$ cat src/hdl/sbc_pkg.sv
// Shared constants, register codes and small types of the box clustering block.
// Depends on nothing; every other file of the block imports it.
`default_nettype none

package sbc_pkg;

  localparam int COORD_BITS_DEF = 16;
  localparam int COUNT_BITS_DEF = 10;

  localparam int CFG_IDX_BITS  = 3;
  localparam int CFG_DATA_BITS = 15;
  localparam int CFG_CNT_BITS  = 10;
  localparam int SQ_BITS       = 2 * CFG_DATA_BITS;
  localparam int DIST_BITS     = 32;
  localparam int REC_DEPTH     = 4;

  localparam int TOLERANCE_RST  = 205;
  localparam int MIN_SIZE_RST   = 246;
  localparam int MAX_SIZE_RST   = 1638;
  localparam int MIN_POINTS_RST = 3;
  localparam int MAX_POINTS_RST = 80;
  localparam int EMERG_DIST_RST = 655;
  localparam int TOL_SQ_RST     = TOLERANCE_RST * TOLERANCE_RST;
  localparam int EMERG_SQ_RST   = EMERG_DIST_RST * EMERG_DIST_RST;

  typedef enum logic [CFG_IDX_BITS-1:0] {
    CFG_TOLERANCE  = 3'd0,
    CFG_MIN_SIZE   = 3'd1,
    CFG_MAX_SIZE   = 3'd2,
    CFG_MIN_POINTS = 3'd3,
    CFG_MAX_POINTS = 3'd4,
    CFG_EMERG_DIST = 3'd5
  } cfg_idx_t;

  typedef struct packed {
    logic [CFG_DATA_BITS-1:0] min_size;
    logic [CFG_DATA_BITS-1:0] max_size;
    logic [CFG_CNT_BITS-1:0]  fewest_pts;
    logic [CFG_CNT_BITS-1:0]  most_pts;
    logic [SQ_BITS-1:0]       emerg_sq;
  } limits_t;

  typedef struct packed {
    logic present;
    logic last;
  } rec_flags_t;

endpackage

`default_nettype wire

$ cat src/hdl/sbc_if.sv
// Valid/ready channel interfaces for the point input and the box result output.
// Depends on sbc_pkg for the default field widths.
`default_nettype none

interface sbc_in_if import sbc_pkg::*; #(
  parameter int COORD_BITS = COORD_BITS_DEF
) ();
  logic                         valid;
  logic                         ready;
  logic                         has_point;
  logic signed [COORD_BITS-1:0] point_x;
  logic signed [COORD_BITS-1:0] point_y;
  logic                         scan_end;

  modport source (output valid, has_point, point_x, point_y, scan_end, input ready);
  modport sink   (input valid, has_point, point_x, point_y, scan_end, output ready);
endinterface

interface sbc_out_if import sbc_pkg::*; #(
  parameter int COORD_BITS = COORD_BITS_DEF,
  parameter int COUNT_BITS = COUNT_BITS_DEF
) ();
  logic                         valid;
  logic                         ready;
  logic                         box_present;
  logic signed [COORD_BITS-1:0] box_x_low;
  logic signed [COORD_BITS-1:0] box_x_high;
  logic signed [COORD_BITS-1:0] box_y_low;
  logic signed [COORD_BITS-1:0] box_y_high;
  logic [COUNT_BITS-1:0]        box_points;
  logic                         box_accepted;
  logic [DIST_BITS-1:0]         box_distance_sq;
  logic [DIST_BITS-1:0]         nearest_distance_sq;
  logic                         emergency;
  logic                         last_of_scan;

  modport source (output valid, box_present, box_x_low, box_x_high, box_y_low, box_y_high,
                  box_points, box_accepted, box_distance_sq, nearest_distance_sq,
                  emergency, last_of_scan, input ready);
  modport sink   (input valid, box_present, box_x_low, box_x_high, box_y_low, box_y_high,
                  box_points, box_accepted, box_distance_sq, nearest_distance_sq,
                  emergency, last_of_scan, output ready);
endinterface

`default_nettype wire

$ cat src/hdl/sbc_grow.sv
// Open box register, join test and the small queue of closed box records.
// Depends on sbc_pkg and the input channel interface in sbc_if.sv.
`default_nettype none

module sbc_grow import sbc_pkg::*; #(
  parameter int COORD_BITS = COORD_BITS_DEF,
  parameter int COUNT_BITS = COUNT_BITS_DEF
) (
  input  logic                         clk,
  input  logic                         rst_n,
  sbc_in_if.sink                       in_ch,
  input  logic [SQ_BITS-1:0]           tol_sq,
  input  logic                         head_pop,
  output logic                         head_valid,
  output rec_flags_t                   head_flags,
  output logic signed [COORD_BITS-1:0] head_x_low,
  output logic signed [COORD_BITS-1:0] head_x_high,
  output logic signed [COORD_BITS-1:0] head_y_low,
  output logic signed [COORD_BITS-1:0] head_y_high,
  output logic [COUNT_BITS-1:0]        head_count
);

  localparam int GAP_BITS  = (COORD_BITS + 1 > CFG_DATA_BITS + 1) ? COORD_BITS + 1
                                                                  : CFG_DATA_BITS + 1;
  localparam int PTR_BITS  = $clog2(REC_DEPTH);
  localparam int FILL_BITS = PTR_BITS + 1;

  logic signed [COORD_BITS-1:0] x_low_r, x_high_r, y_low_r, y_high_r;
  logic signed [COORD_BITS-1:0] x_low_nxt, x_high_nxt, y_low_nxt, y_high_nxt;
  logic [COUNT_BITS-1:0]        count_r, count_nxt;
  logic                         open_r, open_nxt;

  logic                         fire;
  logic signed [GAP_BITS-1:0]   px_e, py_e, xl_e, xh_e, yl_e, yh_e;
  logic [GAP_BITS-1:0]          gap_x, gap_y;
  logic [SQ_BITS-1:0]           sq_x, sq_y;
  logic [SQ_BITS:0]             gap_sq;
  logic                         near, joins;

  logic                         push_old, push_end, wr0, wr1;
  rec_flags_t                   rec0_flags, end_flags;
  logic signed [COORD_BITS-1:0] rec0_xl, rec0_xh, rec0_yl, rec0_yh;
  logic [COUNT_BITS-1:0]        rec0_cnt;

  rec_flags_t                   q_flags_r [REC_DEPTH];
  logic signed [COORD_BITS-1:0] q_xl_r [REC_DEPTH];
  logic signed [COORD_BITS-1:0] q_xh_r [REC_DEPTH];
  logic signed [COORD_BITS-1:0] q_yl_r [REC_DEPTH];
  logic signed [COORD_BITS-1:0] q_yh_r [REC_DEPTH];
  logic [COUNT_BITS-1:0]        q_cnt_r [REC_DEPTH];
  logic [PTR_BITS-1:0]          head_r, tail_r, tail_inc;
  logic [FILL_BITS-1:0]         fill_r, fill_nxt;

  assign fire = in_ch.valid && in_ch.ready;

  assign px_e = GAP_BITS'(in_ch.point_x);
  assign py_e = GAP_BITS'(in_ch.point_y);
  assign xl_e = GAP_BITS'(x_low_r);
  assign xh_e = GAP_BITS'(x_high_r);
  assign yl_e = GAP_BITS'(y_low_r);
  assign yh_e = GAP_BITS'(y_high_r);

  always_comb begin
    if (px_e < xl_e) begin
      gap_x = xl_e - px_e;
    end else if (px_e > xh_e) begin
      gap_x = px_e - xh_e;
    end else begin
      gap_x = '0;
    end
    if (py_e < yl_e) begin
      gap_y = yl_e - py_e;
    end else if (py_e > yh_e) begin
      gap_y = py_e - yh_e;
    end else begin
      gap_y = '0;
    end
  end

  // A gap at or beyond 2^15 is always past any tolerance, so only 15 bits are squared.
  assign sq_x   = SQ_BITS'(gap_x[CFG_DATA_BITS-1:0]) * SQ_BITS'(gap_x[CFG_DATA_BITS-1:0]);
  assign sq_y   = SQ_BITS'(gap_y[CFG_DATA_BITS-1:0]) * SQ_BITS'(gap_y[CFG_DATA_BITS-1:0]);
  assign gap_sq = {1'b0, sq_x} + {1'b0, sq_y};
  assign near   = !(|gap_x[GAP_BITS-1:CFG_DATA_BITS]) && !(|gap_y[GAP_BITS-1:CFG_DATA_BITS])
                  && (gap_sq <= {1'b0, tol_sq});
  assign joins  = open_r && near;

  always_comb begin
    x_low_nxt  = x_low_r;
    x_high_nxt = x_high_r;
    y_low_nxt  = y_low_r;
    y_high_nxt = y_high_r;
    count_nxt  = count_r;
    open_nxt   = open_r;
    if (fire && in_ch.has_point) begin
      if (joins) begin
        if (in_ch.point_x < x_low_r)  x_low_nxt  = in_ch.point_x;
        if (in_ch.point_x > x_high_r) x_high_nxt = in_ch.point_x;
        if (in_ch.point_y < y_low_r)  y_low_nxt  = in_ch.point_y;
        if (in_ch.point_y > y_high_r) y_high_nxt = in_ch.point_y;
        if (!(&count_r)) count_nxt = count_r + 1'b1;
      end else begin
        x_low_nxt  = in_ch.point_x;
        x_high_nxt = in_ch.point_x;
        y_low_nxt  = in_ch.point_y;
        y_high_nxt = in_ch.point_y;
        count_nxt  = COUNT_BITS'(1);
      end
      open_nxt = 1'b1;
    end
    if (fire && in_ch.scan_end) begin
      open_nxt = 1'b0;
    end
  end

  always_ff @(posedge clk) begin
    if (!rst_n) begin
      open_r <= 1'b0;
    end else begin
      open_r <= open_nxt;
    end
    x_low_r  <= x_low_nxt;
    x_high_r <= x_high_nxt;
    y_low_r  <= y_low_nxt;
    y_high_r <= y_high_nxt;
    count_r  <= count_nxt;
  end

  assign push_old = fire && in_ch.has_point && open_r && !near;
  assign push_end = fire && in_ch.scan_end;
  assign wr0      = push_old || push_end;
  assign wr1      = push_old && push_end;
  assign tail_inc = tail_r + 1'b1;

  always_comb begin
    end_flags.present = open_r || in_ch.has_point;
    end_flags.last    = 1'b1;
    if (push_old) begin
      rec0_flags.present = 1'b1;
      rec0_flags.last    = 1'b0;
      rec0_xl            = x_low_r;
      rec0_xh            = x_high_r;
      rec0_yl            = y_low_r;
      rec0_yh            = y_high_r;
      rec0_cnt           = count_r;
    end else begin
      rec0_flags = end_flags;
      rec0_xl    = x_low_nxt;
      rec0_xh    = x_high_nxt;
      rec0_yl    = y_low_nxt;
      rec0_yh    = y_high_nxt;
      rec0_cnt   = count_nxt;
    end
  end

  always_ff @(posedge clk) begin
    if (wr0) begin
      q_flags_r[tail_r] <= rec0_flags;
      q_xl_r[tail_r]    <= rec0_xl;
      q_xh_r[tail_r]    <= rec0_xh;
      q_yl_r[tail_r]    <= rec0_yl;
      q_yh_r[tail_r]    <= rec0_yh;
      q_cnt_r[tail_r]   <= rec0_cnt;
    end
    if (wr1) begin
      q_flags_r[tail_inc] <= end_flags;
      q_xl_r[tail_inc]    <= x_low_nxt;
      q_xh_r[tail_inc]    <= x_high_nxt;
      q_yl_r[tail_inc]    <= y_low_nxt;
      q_yh_r[tail_inc]    <= y_high_nxt;
      q_cnt_r[tail_inc]   <= count_nxt;
    end
  end

  assign fill_nxt = fill_r + FILL_BITS'(wr0) + FILL_BITS'(wr1) - FILL_BITS'(head_pop);

  always_ff @(posedge clk) begin
    if (!rst_n) begin
      head_r <= '0;
      tail_r <= '0;
      fill_r <= '0;
    end else begin
      fill_r <= fill_nxt;
      if (head_pop) head_r <= head_r + 1'b1;
      if (wr1) begin
        tail_r <= tail_r + 2'd2;
      end else if (wr0) begin
        tail_r <= tail_inc;
      end
    end
  end

  assign in_ch.ready = (fill_r <= FILL_BITS'(REC_DEPTH - 2));
  assign head_valid  = (fill_r != '0);
  assign head_flags  = q_flags_r[head_r];
  assign head_x_low  = q_xl_r[head_r];
  assign head_x_high = q_xh_r[head_r];
  assign head_y_low  = q_yl_r[head_r];
  assign head_y_high = q_yh_r[head_r];
  assign head_count  = q_cnt_r[head_r];

endmodule

`default_nettype wire

$ cat src/hdl/sbc_eval.sv
// Accept test, nearest-point distance and running scan minimum for closed boxes.
// Depends on sbc_pkg and the result channel interface in sbc_if.sv.
`default_nettype none

module sbc_eval import sbc_pkg::*; #(
  parameter int COORD_BITS = COORD_BITS_DEF,
  parameter int COUNT_BITS = COUNT_BITS_DEF
) (
  input  logic                         clk,
  input  logic                         rst_n,
  input  limits_t                      limits,
  input  logic                         head_valid,
  input  rec_flags_t                   head_flags,
  input  logic signed [COORD_BITS-1:0] head_x_low,
  input  logic signed [COORD_BITS-1:0] head_x_high,
  input  logic signed [COORD_BITS-1:0] head_y_low,
  input  logic signed [COORD_BITS-1:0] head_y_high,
  input  logic [COUNT_BITS-1:0]        head_count,
  output logic                         head_pop,
  sbc_out_if.source                    out_ch
);

  localparam int SIZE_BITS = (COORD_BITS > CFG_DATA_BITS) ? COORD_BITS : CFG_DATA_BITS;
  localparam int PCNT_BITS = (COUNT_BITS > CFG_CNT_BITS) ? COUNT_BITS : CFG_CNT_BITS;
  localparam int PROD_BITS = 2 * COORD_BITS;
  localparam int SUM_BITS  = (PROD_BITS + 1 > DIST_BITS + 1) ? PROD_BITS + 1 : DIST_BITS + 1;

  logic                   s2_load, s3_load;
  logic                   present;
  logic [COORD_BITS-1:0]  ext_x, ext_y;
  logic [SIZE_BITS-1:0]   len_w, wid_w, min_sz, max_sz;
  logic [PCNT_BITS-1:0]   cnt_w, min_pt, max_pt;
  logic                   acc;
  logic [COORD_BITS-1:0]  nx, ny, mag_x, mag_y;
  logic [PROD_BITS-1:0]   sq_x, sq_y;

  logic                         s2_v_r, s2_acc_r;
  rec_flags_t                   s2_flags_r;
  logic signed [COORD_BITS-1:0] s2_xl_r, s2_xh_r, s2_yl_r, s2_yh_r;
  logic [COUNT_BITS-1:0]        s2_cnt_r;
  logic [PROD_BITS-1:0]         s2_sqx_r, s2_sqy_r;

  logic [SUM_BITS-1:0]    dist_sum;
  logic [DIST_BITS-1:0]   dist_sat, near_new;
  logic                   closer, alarm, emerg_new;
  logic [DIST_BITS-1:0]   nearest_r;
  logic                   emerg_r;

  logic                         out_v_r, out_present_r, out_acc_r, out_emerg_r, out_last_r;
  logic signed [COORD_BITS-1:0] out_xl_r, out_xh_r, out_yl_r, out_yh_r;
  logic [COUNT_BITS-1:0]        out_cnt_r;
  logic [DIST_BITS-1:0]         out_dist_r, out_near_r;

  assign s3_load  = !out_v_r || out_ch.ready;
  assign s2_load  = !s2_v_r || s3_load;
  assign head_pop = head_valid && s2_load;

  assign present = head_flags.present;
  assign ext_x   = head_x_high - head_x_low;
  assign ext_y   = head_y_high - head_y_low;
  assign len_w   = SIZE_BITS'(ext_x);
  assign wid_w   = SIZE_BITS'(ext_y);
  assign min_sz  = SIZE_BITS'(limits.min_size);
  assign max_sz  = SIZE_BITS'(limits.max_size);
  assign cnt_w   = PCNT_BITS'(head_count);
  assign min_pt  = PCNT_BITS'(limits.fewest_pts);
  assign max_pt  = PCNT_BITS'(limits.most_pts);
  assign acc     = present && (wid_w >= min_sz || len_w >= min_sz) && cnt_w >= min_pt
                   && wid_w <= max_sz && len_w <= max_sz && cnt_w <= max_pt;

  always_comb begin
    if (!head_x_low[COORD_BITS-1] && (|head_x_low)) begin
      nx = head_x_low;
    end else if (head_x_high[COORD_BITS-1]) begin
      nx = head_x_high;
    end else begin
      nx = '0;
    end
    if (!head_y_low[COORD_BITS-1] && (|head_y_low)) begin
      ny = head_y_low;
    end else if (head_y_high[COORD_BITS-1]) begin
      ny = head_y_high;
    end else begin
      ny = '0;
    end
  end

  assign mag_x = nx[COORD_BITS-1] ? (~nx + 1'b1) : nx;
  assign mag_y = ny[COORD_BITS-1] ? (~ny + 1'b1) : ny;
  assign sq_x  = PROD_BITS'(mag_x) * PROD_BITS'(mag_x);
  assign sq_y  = PROD_BITS'(mag_y) * PROD_BITS'(mag_y);

  always_ff @(posedge clk) begin
    if (!rst_n) begin
      s2_v_r <= 1'b0;
    end else if (s2_load) begin
      s2_v_r <= head_valid;
    end
    if (head_pop) begin
      s2_flags_r <= head_flags;
      s2_acc_r   <= acc;
      s2_xl_r    <= present ? head_x_low : '0;
      s2_xh_r    <= present ? head_x_high : '0;
      s2_yl_r    <= present ? head_y_low : '0;
      s2_yh_r    <= present ? head_y_high : '0;
      s2_cnt_r   <= present ? head_count : '0;
      s2_sqx_r   <= present ? sq_x : '0;
      s2_sqy_r   <= present ? sq_y : '0;
    end
  end

  assign dist_sum  = SUM_BITS'(s2_sqx_r) + SUM_BITS'(s2_sqy_r);
  assign dist_sat  = (|dist_sum[SUM_BITS-1:DIST_BITS]) ? '1 : dist_sum[DIST_BITS-1:0];
  assign closer    = s2_acc_r && (dist_sat < nearest_r);
  assign alarm     = s2_acc_r && (dist_sat < DIST_BITS'(limits.emerg_sq));
  assign near_new  = closer ? dist_sat : nearest_r;
  assign emerg_new = emerg_r || alarm;

  always_ff @(posedge clk) begin
    if (!rst_n) begin
      out_v_r   <= 1'b0;
      nearest_r <= '1;
      emerg_r   <= 1'b0;
    end else begin
      if (s3_load) out_v_r <= s2_v_r;
      if (s3_load && s2_v_r) begin
        nearest_r <= s2_flags_r.last ? '1 : near_new;
        emerg_r   <= s2_flags_r.last ? 1'b0 : emerg_new;
      end
    end
    if (s3_load && s2_v_r) begin
      out_present_r <= s2_flags_r.present;
      out_last_r    <= s2_flags_r.last;
      out_acc_r     <= s2_acc_r;
      out_xl_r      <= s2_xl_r;
      out_xh_r      <= s2_xh_r;
      out_yl_r      <= s2_yl_r;
      out_yh_r      <= s2_yh_r;
      out_cnt_r     <= s2_cnt_r;
      out_dist_r    <= dist_sat;
      out_near_r    <= near_new;
      out_emerg_r   <= emerg_new;
    end
  end

  assign out_ch.valid               = out_v_r;
  assign out_ch.box_present         = out_present_r;
  assign out_ch.box_x_low           = out_xl_r;
  assign out_ch.box_x_high          = out_xh_r;
  assign out_ch.box_y_low           = out_yl_r;
  assign out_ch.box_y_high          = out_yh_r;
  assign out_ch.box_points          = out_cnt_r;
  assign out_ch.box_accepted        = out_acc_r;
  assign out_ch.box_distance_sq     = out_dist_r;
  assign out_ch.nearest_distance_sq = out_near_r;
  assign out_ch.emergency           = out_emerg_r;
  assign out_ch.last_of_scan        = out_last_r;

endmodule

`default_nettype wire

$ cat src/hdl/sequential_box_clustering_top.sv
// Top level of the sequential box clustering block: configuration registers and the two stages.
// Depends on sbc_pkg, sbc_if.sv, sbc_grow and sbc_eval.
//
//   channel  direction  handshake          beat
//   in_ch    sink       valid / ready      one scan point or a bare scan end marker
//   out_ch   source     valid / ready      one closed box or an empty end-of-scan record
//   cfg_*    sink       cfg_we only        one register write, index and data
//
// One input beat is taken per cycle while in_ch.ready is high; the open box is updated in the
// cycle the beat is accepted. A result passes the record queue, the s2 register and the output
// register; a beat that closes a box and ends the scan yields two results.
// Reset is synchronous and clears the box, the record queue, the scan minimum and the flags.
// in_ch.ready follows the fill of the four-entry record queue: it drops while three or more
// records wait, as when out_ch.ready has been low long enough to fill it.
`default_nettype none

module sequential_box_clustering_top import sbc_pkg::*; #(
  parameter int COORD_BITS = COORD_BITS_DEF,
  parameter int COUNT_BITS = COUNT_BITS_DEF
) (
  input  logic                     clk,
  input  logic                     rst_n,
  sbc_in_if.sink                   in_ch,
  sbc_out_if.source                out_ch,
  input  logic                     cfg_we,
  input  logic [CFG_IDX_BITS-1:0]  cfg_index,
  input  logic [CFG_DATA_BITS-1:0] cfg_data
);

  logic [SQ_BITS-1:0]           tol_sq_r, data_sq;
  limits_t                      lim_r;

  logic                         head_valid, head_pop;
  rec_flags_t                   head_flags;
  logic signed [COORD_BITS-1:0] head_x_low, head_x_high, head_y_low, head_y_high;
  logic [COUNT_BITS-1:0]        head_count;

  assign data_sq = SQ_BITS'(cfg_data) * SQ_BITS'(cfg_data);

  always_ff @(posedge clk) begin
    if (!rst_n) begin
      tol_sq_r         <= SQ_BITS'(TOL_SQ_RST);
      lim_r.min_size   <= CFG_DATA_BITS'(MIN_SIZE_RST);
      lim_r.max_size   <= CFG_DATA_BITS'(MAX_SIZE_RST);
      lim_r.fewest_pts <= CFG_CNT_BITS'(MIN_POINTS_RST);
      lim_r.most_pts   <= CFG_CNT_BITS'(MAX_POINTS_RST);
      lim_r.emerg_sq   <= SQ_BITS'(EMERG_SQ_RST);
    end else if (cfg_we) begin
      unique case (cfg_idx_t'(cfg_index))
        CFG_TOLERANCE:  tol_sq_r         <= data_sq;
        CFG_MIN_SIZE:   lim_r.min_size   <= cfg_data;
        CFG_MAX_SIZE:   lim_r.max_size   <= cfg_data;
        CFG_MIN_POINTS: lim_r.fewest_pts <= cfg_data[CFG_CNT_BITS-1:0];
        CFG_MAX_POINTS: lim_r.most_pts   <= cfg_data[CFG_CNT_BITS-1:0];
        CFG_EMERG_DIST: lim_r.emerg_sq   <= data_sq;
        default: ;
      endcase
    end
  end

  sbc_grow #(
    .COORD_BITS (COORD_BITS),
    .COUNT_BITS (COUNT_BITS)
  ) u_grow (
    .clk         (clk),
    .rst_n       (rst_n),
    .in_ch       (in_ch),
    .tol_sq      (tol_sq_r),
    .head_pop    (head_pop),
    .head_valid  (head_valid),
    .head_flags  (head_flags),
    .head_x_low  (head_x_low),
    .head_x_high (head_x_high),
    .head_y_low  (head_y_low),
    .head_y_high (head_y_high),
    .head_count  (head_count)
  );

  sbc_eval #(
    .COORD_BITS (COORD_BITS),
    .COUNT_BITS (COUNT_BITS)
  ) u_eval (
    .clk         (clk),
    .rst_n       (rst_n),
    .limits      (lim_r),
    .head_valid  (head_valid),
    .head_flags  (head_flags),
    .head_x_low  (head_x_low),
    .head_x_high (head_x_high),
    .head_y_low  (head_y_low),
    .head_y_high (head_y_high),
    .head_count  (head_count),
    .head_pop    (head_pop),
    .out_ch      (out_ch)
  );

endmodule

`default_nettype wire
$ cat src/flat_wrapper.sv
// flat-port wrapper written by rule: the top's interface ports become plain ports
module sequential_box_clustering_top_flat import sbc_pkg::*;
#(
  parameter int COORD_BITS = COORD_BITS_DEF,
  parameter int COUNT_BITS = COUNT_BITS_DEF
)
  (clk, rst_n, cfg_we, cfg_index, cfg_data, in_ch_valid, in_ch_has_point, in_ch_point_x, in_ch_point_y, in_ch_scan_end, in_ch_ready, out_ch_valid, out_ch_box_present, out_ch_box_x_low, out_ch_box_x_high, out_ch_box_y_low, out_ch_box_y_high, out_ch_box_points, out_ch_box_accepted, out_ch_box_distance_sq, out_ch_nearest_distance_sq, out_ch_emergency, out_ch_last_of_scan, out_ch_ready);
  sbc_in_if #(.COORD_BITS(COORD_BITS)) in_ch_i ();
  sbc_out_if #(.COORD_BITS(COORD_BITS), .COUNT_BITS(COUNT_BITS)) out_ch_i ();
  input  logic clk;
  input  logic rst_n;
  input  logic cfg_we;
  input  logic [CFG_IDX_BITS-1:0] cfg_index;
  input  logic [CFG_DATA_BITS-1:0] cfg_data;
  input wire logic [$bits(in_ch_i.valid)-1:0] in_ch_valid;
  input wire logic [$bits(in_ch_i.has_point)-1:0] in_ch_has_point;
  input wire logic [$bits(in_ch_i.point_x)-1:0] in_ch_point_x;
  input wire logic [$bits(in_ch_i.point_y)-1:0] in_ch_point_y;
  input wire logic [$bits(in_ch_i.scan_end)-1:0] in_ch_scan_end;
  output wire logic [$bits(in_ch_i.ready)-1:0] in_ch_ready;
  output wire logic [$bits(out_ch_i.valid)-1:0] out_ch_valid;
  output wire logic [$bits(out_ch_i.box_present)-1:0] out_ch_box_present;
  output wire logic [$bits(out_ch_i.box_x_low)-1:0] out_ch_box_x_low;
  output wire logic [$bits(out_ch_i.box_x_high)-1:0] out_ch_box_x_high;
  output wire logic [$bits(out_ch_i.box_y_low)-1:0] out_ch_box_y_low;
  output wire logic [$bits(out_ch_i.box_y_high)-1:0] out_ch_box_y_high;
  output wire logic [$bits(out_ch_i.box_points)-1:0] out_ch_box_points;
  output wire logic [$bits(out_ch_i.box_accepted)-1:0] out_ch_box_accepted;
  output wire logic [$bits(out_ch_i.box_distance_sq)-1:0] out_ch_box_distance_sq;
  output wire logic [$bits(out_ch_i.nearest_distance_sq)-1:0] out_ch_nearest_distance_sq;
  output wire logic [$bits(out_ch_i.emergency)-1:0] out_ch_emergency;
  output wire logic [$bits(out_ch_i.last_of_scan)-1:0] out_ch_last_of_scan;
  input wire logic [$bits(out_ch_i.ready)-1:0] out_ch_ready;
  assign in_ch_i.valid = in_ch_valid;
  assign in_ch_i.has_point = in_ch_has_point;
  assign in_ch_i.point_x = in_ch_point_x;
  assign in_ch_i.point_y = in_ch_point_y;
  assign in_ch_i.scan_end = in_ch_scan_end;
  assign in_ch_ready = in_ch_i.ready;
  assign out_ch_valid = out_ch_i.valid;
  assign out_ch_box_present = out_ch_i.box_present;
  assign out_ch_box_x_low = out_ch_i.box_x_low;
  assign out_ch_box_x_high = out_ch_i.box_x_high;
  assign out_ch_box_y_low = out_ch_i.box_y_low;
  assign out_ch_box_y_high = out_ch_i.box_y_high;
  assign out_ch_box_points = out_ch_i.box_points;
  assign out_ch_box_accepted = out_ch_i.box_accepted;
  assign out_ch_box_distance_sq = out_ch_i.box_distance_sq;
  assign out_ch_nearest_distance_sq = out_ch_i.nearest_distance_sq;
  assign out_ch_emergency = out_ch_i.emergency;
  assign out_ch_last_of_scan = out_ch_i.last_of_scan;
  assign out_ch_i.ready = out_ch_ready;
  sequential_box_clustering_top #(.COORD_BITS(COORD_BITS), .COUNT_BITS(COUNT_BITS)) u_core (.clk(clk), .rst_n(rst_n), .in_ch(in_ch_i), .out_ch(out_ch_i), .cfg_we(cfg_we), .cfg_index(cfg_index), .cfg_data(cfg_data));
endmodule
$ cat config.mk
export PLATFORM = sky130hd
export DESIGN_NAME = sequential_box_clustering_top_flat
export DESIGN_NICKNAME = d
export VERILOG_FILES = /design/src/hdl/sbc_pkg.sv /design/src/hdl/sbc_if.sv /design/src/hdl/sbc_grow.sv /design/src/hdl/sbc_eval.sv /design/src/hdl/sequential_box_clustering_top.sv /design/src/flat_wrapper.sv
export SDC_FILE = /design/constraint.sdc
export NUM_CORES = 2
export LEC_CHECK = 0
export BUFFER_PORTS_ARGS = -buffer_cell sky130_fd_sc_hd__buf_2
export CORE_MARGIN = 4
export CORE_UTILIZATION = 30
export CTS_CLUSTER_DIAMETER = 60
export CTS_CLUSTER_SIZE = 25
export DETAILED_ROUTE_END_ITERATION = 6
export GPL_TIMING_DRIVEN = 0
export MAX_ROUTING_LAYER = met4
export RECOVER_POWER = 100
export SYNTH_ARGS = -nofsm -noshare
export SYNTH_HDL_FRONTEND = slang
export SYNTH_SLANG_ARGS = --single-unit
export TNS_END_PERCENT = 50
$ cat constraint.sdc
create_clock -name clk -period 18 [get_ports clk]
set_clock_uncertainty 0.15 [all_clocks]
set_input_delay 3.6 -clock clk [delete_from_list [all_inputs] [get_ports clk]]
set_output_delay 3.6 -clock clk [all_outputs]
set_load 0.01 [all_outputs]
Word-level counts from Yosys, hierarchy flattened
Memory sizes are Yosys's and may differ from the RTL's. A register that Yosys moved wholly into a read port is not among the register bits.
Index checks and enable logic that the tools add are counted.
{"block": "totals", "register_bits": 510, "ramBits": 304, "out_inout_bits": 144, "word_cells": 195, "n_memories": 6}
{"block": "classes", "n_addsub": 17, "n_mul": 5, "order_cmp": 18, "eq_ne": 5, "muxes": 53, "bitwise": 3, "n_reduce_logical": 48}
{"memory": "u_core.u_grow.q_xh_r", "words": 4, "word_bits": 16, "read_ports": 1, "rd_clocked_by_memory_dff": 1, "write_ports": 2, "line_no": "sbc_grow.sv:47", "rtl": "logic signed [COORD_BITS-1:0] q_xh_r [REC_DEPTH];"}
{"memory": "u_core.u_grow.q_xl_r", "words": 4, "word_bits": 16, "read_ports": 1, "rd_clocked_by_memory_dff": 1, "write_ports": 2, "line_no": "sbc_grow.sv:46", "rtl": "logic signed [COORD_BITS-1:0] q_xl_r [REC_DEPTH];"}
{"memory": "u_core.u_grow.q_yh_r", "words": 4, "word_bits": 16, "read_ports": 1, "rd_clocked_by_memory_dff": 1, "write_ports": 2, "line_no": "sbc_grow.sv:49", "rtl": "logic signed [COORD_BITS-1:0] q_yh_r [REC_DEPTH];"}
{"memory": "u_core.u_grow.q_yl_r", "words": 4, "word_bits": 16, "read_ports": 1, "rd_clocked_by_memory_dff": 1, "write_ports": 2, "line_no": "sbc_grow.sv:48", "rtl": "logic signed [COORD_BITS-1:0] q_yl_r [REC_DEPTH];"}
{"memory": "u_core.u_grow.q_cnt_r", "words": 4, "word_bits": 10, "read_ports": 1, "rd_clocked_by_memory_dff": 1, "write_ports": 2, "line_no": "sbc_grow.sv:50", "rtl": "logic [COUNT_BITS-1:0] q_cnt_r [REC_DEPTH];"}
{"memory": "u_core.u_grow.q_flags_r", "words": 4, "word_bits": 2, "read_ports": 1, "rd_clocked_by_memory_dff": 1, "write_ports": 2, "line_no": "sbc_grow.sv:45", "rtl": "rec_flags_t q_flags_r [REC_DEPTH];"}
{"cell": "16-bit 2-to-1 mux", "n": 22}
{"cell": "32-bit 2-to-1 mux", "n": 3}
{"cell": "15-bit by 15-bit multiplier with 30-bit output", "n": 3}
{"cell": "17-bit 2-to-1 mux", "n": 4}
{"cell": "16-bit by 16-bit subtractor with 17-bit output", "n": 4}
{"cell": "16-bit > comparator", "n": 4}
{"cell": "16-bit < comparator", "n": 4}
{"cell": "16-bit by 16-bit multiplier with 32-bit output", "n": 2}
{"cell": "10-bit 2-to-1 mux", "n": 4}
{"cell": "32-bit by 32-bit adder with 33-bit output", "n": 1}
{"cell": "16-bit by 1-bit adder with 16-bit output, second input constant", "n": 2}
{"cell": "16-bit by 15-bit >= comparator with 1-bit output", "n": 2}
{"cell": "16-bit by 15-bit <= comparator with 1-bit output", "n": 2}
{"cell": "32-bit by 30-bit < comparator with 1-bit output", "n": 1}
{"cell": "32-bit < comparator", "n": 1}
{"cell": "16-bit NOT", "n": 2}
{"cell": "16-bit OR reduction", "n": 2}
{"cell": "16-bit subtractor", "n": 2}
{"cell": "30-bit by 30-bit adder with 31-bit output", "n": 1}
{"cell": "31-bit by 30-bit <= comparator with 1-bit output", "n": 1}
{"cell": "2-bit 2-to-1 mux", "n": 15}
{"cell": "1-bit logical AND", "n": 20}
{"cell": "2-bit AND reduction", "n": 6}
{"cell": "10-bit by 1-bit adder with 10-bit output, second input constant", "n": 1}
{"cell": "19 further kinds", "n": 40}

Longest topological paths before layout
{"block": "depth", "ltp_word": 13, "ltp_mapped": 61}

By module
From an unflattened synthesis, not the netlist that was laid out.
{"block": "unflattened", "cells_unflattened": 7634, "area_unflattened_um2": 77311.6}
{"mod": "sbc_grow", "instances": 1, "cells_per_inst": 3110, "area_each_um2": 34620.7}
{"mod": "sbc_eval", "instances": 1, "cells_per_inst": 3309, "area_each_um2": 32306.0}
{"mod": "sequential_box_clustering_top", "instances": 1, "cells_per_inst": 1215, "area_each_um2": 10385.0}

Worst setup path after synthesis
No wires, ideal clock.
{"block": "synth_path", "path_kind": "input-to-reg", "startpoint": "input port in_ch_point_x[2]", "endpoint": "memory u_core.u_grow.q_cnt_r[3][0] (netlist name) (enable)", "setup_ns": 0.766, "t_arrival_ns": 16.743, "path_slack_ns": 0.341, "path_stages": 51, "path_cell_list": "ha_1 o21a_1 o31a_1 o32ai_1 or3b_2 a32o_1 a211oi_1 clkbuf_1 a22o_1 clkbuf_1 nand2_1 fa_1 inv_1 fa_1 inv_1 fa_1 inv_1 fa_1 [15 not listed] xor2_1 ha_1 and4_1 nand3_1 a21oi_1 a2111oi_0 a21boi_0 a211oi_1 o2111ai_1 nor2_1 a31oi_1 buf_2 buf_2 buf_1 ha_1 nand2_1 buf_1 nand2_1"}
{"element": "start: declaration", "line_no": "flat_wrapper.sv:17", "rtl": "input wire logic [$bits(in_ch_i.point_x)-1:0] in_ch_point_x;"}
{"element": "end: declaration", "line_no": "sbc_grow.sv:50"}

==> key figures <==
Worst setup path
  – Crit path arrival time: 17730 ps
  – WP data required: 18320 ps
  – Worst Path Max Fanout: 10
  – Crit start category: input pin
  – CP endpoint kind: flip-flop
  – Kind of critical path: in -> reg
  – CP max-delay cell: a32oi_4
  – CP max stage delay: 610 ps

Logic synthesis
  – Number of synthesized flops with an enable pin: 581
  – Cell taking the most area after synthesis: edfxtp_1
  – Synth top area share: 22.9%
  – Xor/xnor cell area share of the yosys netlist: 2.59%
  – Syn Inst Count: 7407
  – #FFs+latches synth: 812
  – Synth Flop Type: edfxtp_1
  – Synth Area in Compound Gates: 9.33%
  – Syn_area_per_cell: 10.3 um2
  – Ranking of synthesized cells by area: edfxtp_1, fa_1, ha_1, inv_1, dfxtp_1
  – Commonest cells post-synth: inv_1, fa_1, ha_1
  – Post-synthesis mux area share: 7.12%
  – Cell with the most instances after synthesis: inv_1
  – Syn. warnings: 0
  – Synth async-reset ratio: 0%
  – Synth Area in Simple Gates: 10.3%
  – Synthesized area: 76300 um2
  – Register area share after synthesis: 28.9%
  – Post-synthesis share of cell area spent on full adders, half adders and majority gates: 33.3%
  – Yosys cell types: 97
  – Main combinational cell family by area after synthesis: adder cells

Placement
  – Place WS: -3440 ps
  – Final HPWL DP: 192 mm
  – Port Buffers: 198
  – GP Congestion: 0.939

Floorplanning
  – Die width: 512 um
  – Die height: 512 um
  – # rows: 184
  – Boundary pin count: 201
  – Core ar.: 252000 um2
  – Die area: 262000 um2
  – Initial Utilization: 30.2%

Drt
  – Detailed-route via count: 54972
  – Initial DRC count: 4054
  – ANT nets after route: 0
  – Pre-antenna DRT Iters: 7
  – DRC viols: 2
  – Vias per cell: 4.92
  – Drt wl/cell: 20.8 um
  – Final wirelength: 232 mm

CTS
  – Htree depth: 3
  – CTS hold repair buffers: 0
  – Clock Path Buffers: 3
  – Worst-Skew Late Latency: 720 ps
  – Root buffer cell: clkbuf_16
  – CTS Buf Count: 69
  – CTS Sinks: 812
  – CTS tree: yes
  – Clk slew on worst S/H paths: 90 ps

Job
  – MaxCap Viol Count: 5

Final layout
  – Layout Area Growth over Synthesis: 11.3%
  – Share of cells above drive strength 1: 8.73%
  – Layout Nets: 9348
  – Fillers: 25570
  – Final core occ: 33.7%

Min path
  – Worst Hold Class: reg -> reg

Timing
  – Final Critical Period: 17410 ps
  – Slew Limit Headroom: -236%
  – Slew Limit Fails: 238
  – Period Utilization, post-route: 96.7%
  – Max Freq: 57.4 MHz
  – Tightest Pin Transition: 5040 ps
  – Worst Hold Slack: 260 ps
  – Final Setup Violations: 0
  – Final WS setup: 587 ps
  – Final-report hold violation count: 0

Status
  – Failing checks: DRC, capacitance limit, slew limit
  – Outcome: finished, violations left

Global routing
  – First-pass GRT wire length: 350 mm
  – Initial antenna violation count: 40
  – Total Routing Usage GR: 18.0%
  – Pin count of the biggest net entering global routing: 98
  – Vias in the first global route: 57089
  – Global route total overflow: 0
## layout make-up
type / count / area (um2) / share of cell area (%)
Multi-Input combinational cell: 4964 / 48300 / 56.9
Sequential cell: 812 / 22100 / 26.0
Inverter: 1430 / 5390 / 6.35
Tap cell: 3348 / 4190 / 4.93
Clock buffer: 74 / 1780 / 2.09
Timing Repair Buffer: 247 / 1250 / 1.47
Buffer: 217 / 1040 / 1.22
Clock inverter: 54 / 846 / 0.996
Antenna cell: 23 / 57.6 / 0.0678
## routing by layer
layer	part of all wire (%)	GRT usage, %	wire length, um
met5	0	-	0
met4	4.6	7.42	10800
met3	6.1	2.52	14100
met2	49	30.4	114000
met1	40	21.6	93500
## stage by stage
step | TNS (ps) | area [um2] | cells
6_report | 0 | 84900 | 11169
5_1_grt | -201 | 84900 | 11159
4_1_cts | 0 | 85000 | 11140
3_5_place_dp | -2019850 | 81900 | 10988
3_3_place_gp | -2658150 | 81500 | 10976
2_1_floorplan | 0 | 76300 | 7430
## state kept, by name, summed over array words and instances, names as in the netlist, 31 cells and up, named ones only
name	count
u_core.u_grow.q_yh_r	64
u_core.u_eval.s2_sqy_r	31
u_core.u_eval.s2_sqx_r	31
u_core.u_eval.out_ch.box_distance_sq	32
u_core.u_eval.out_ch.nearest_distance_sq	32
u_core.u_grow.q_xh_r	64
u_core.u_grow.q_xl_r	64
u_core.u_eval.nearest_r	32
u_core.lim_r	79
u_core.u_grow.q_cnt_r	40
u_core.u_grow.q_yl_r	64
## final timing paths
kind	from	to	slack, ps	cells after the start
worst max-delay path	in_ch_point_y[8]	u_core.u_grow.q_yl_r[3][12]	590	55
worst min-delay path	u_core.u_eval.s2_yh_r[4]	u_core.u_eval.out_ch.box_y_high[4]	260	0
worst max register to register	flip-flop	u_core.u_eval.s2_sqy_r[30]	2770	38
worst min register to register	u_core.u_eval.s2_yh_r[4]	u_core.u_eval.out_ch.box_y_high[4]	260	0
## critical path: cells and delay by family
kind	cells	cell delay, ps
xor+xnor	2	540
fa+ha+maj	12	4920
simple gates	8	1640
mux	1	320
buf+inv	14	2310
compound gates	18	4380
## logic make-up after synthesis
group                      Yosys count
AOI/OAI and AO/OA                 1051
DFF                                812
buffers and inverters             1654
other                                2
muxes                              409
adders and majority gates         1550
xor gates and xnor gates           224
and+or+nand+nor                   1705
## repair_timing
action | in CTS | in global routing
gates resized for setup | 84 | 60
pin swaps | 20 | 10
buffers inserted | 31 | 6
cloned | 0 | 0
setup endpoints to repair | 683 | 661
## cell usage in the layout (no fill, tap or decap), drive strengths merged, types with 177 or more instances in the layout
cell / count
dfxtp: 231
edfxtp: 581
nand2: 533
clkbuf: 392
a21oi: 312
mux2: 177
nor2: 564
ha: 749
o21ai: 186
fa: 801
inv: 1449
Power is not shown: default switching activity piles up to over one toggle a cycle in this logic, so the estimate is an artifact.
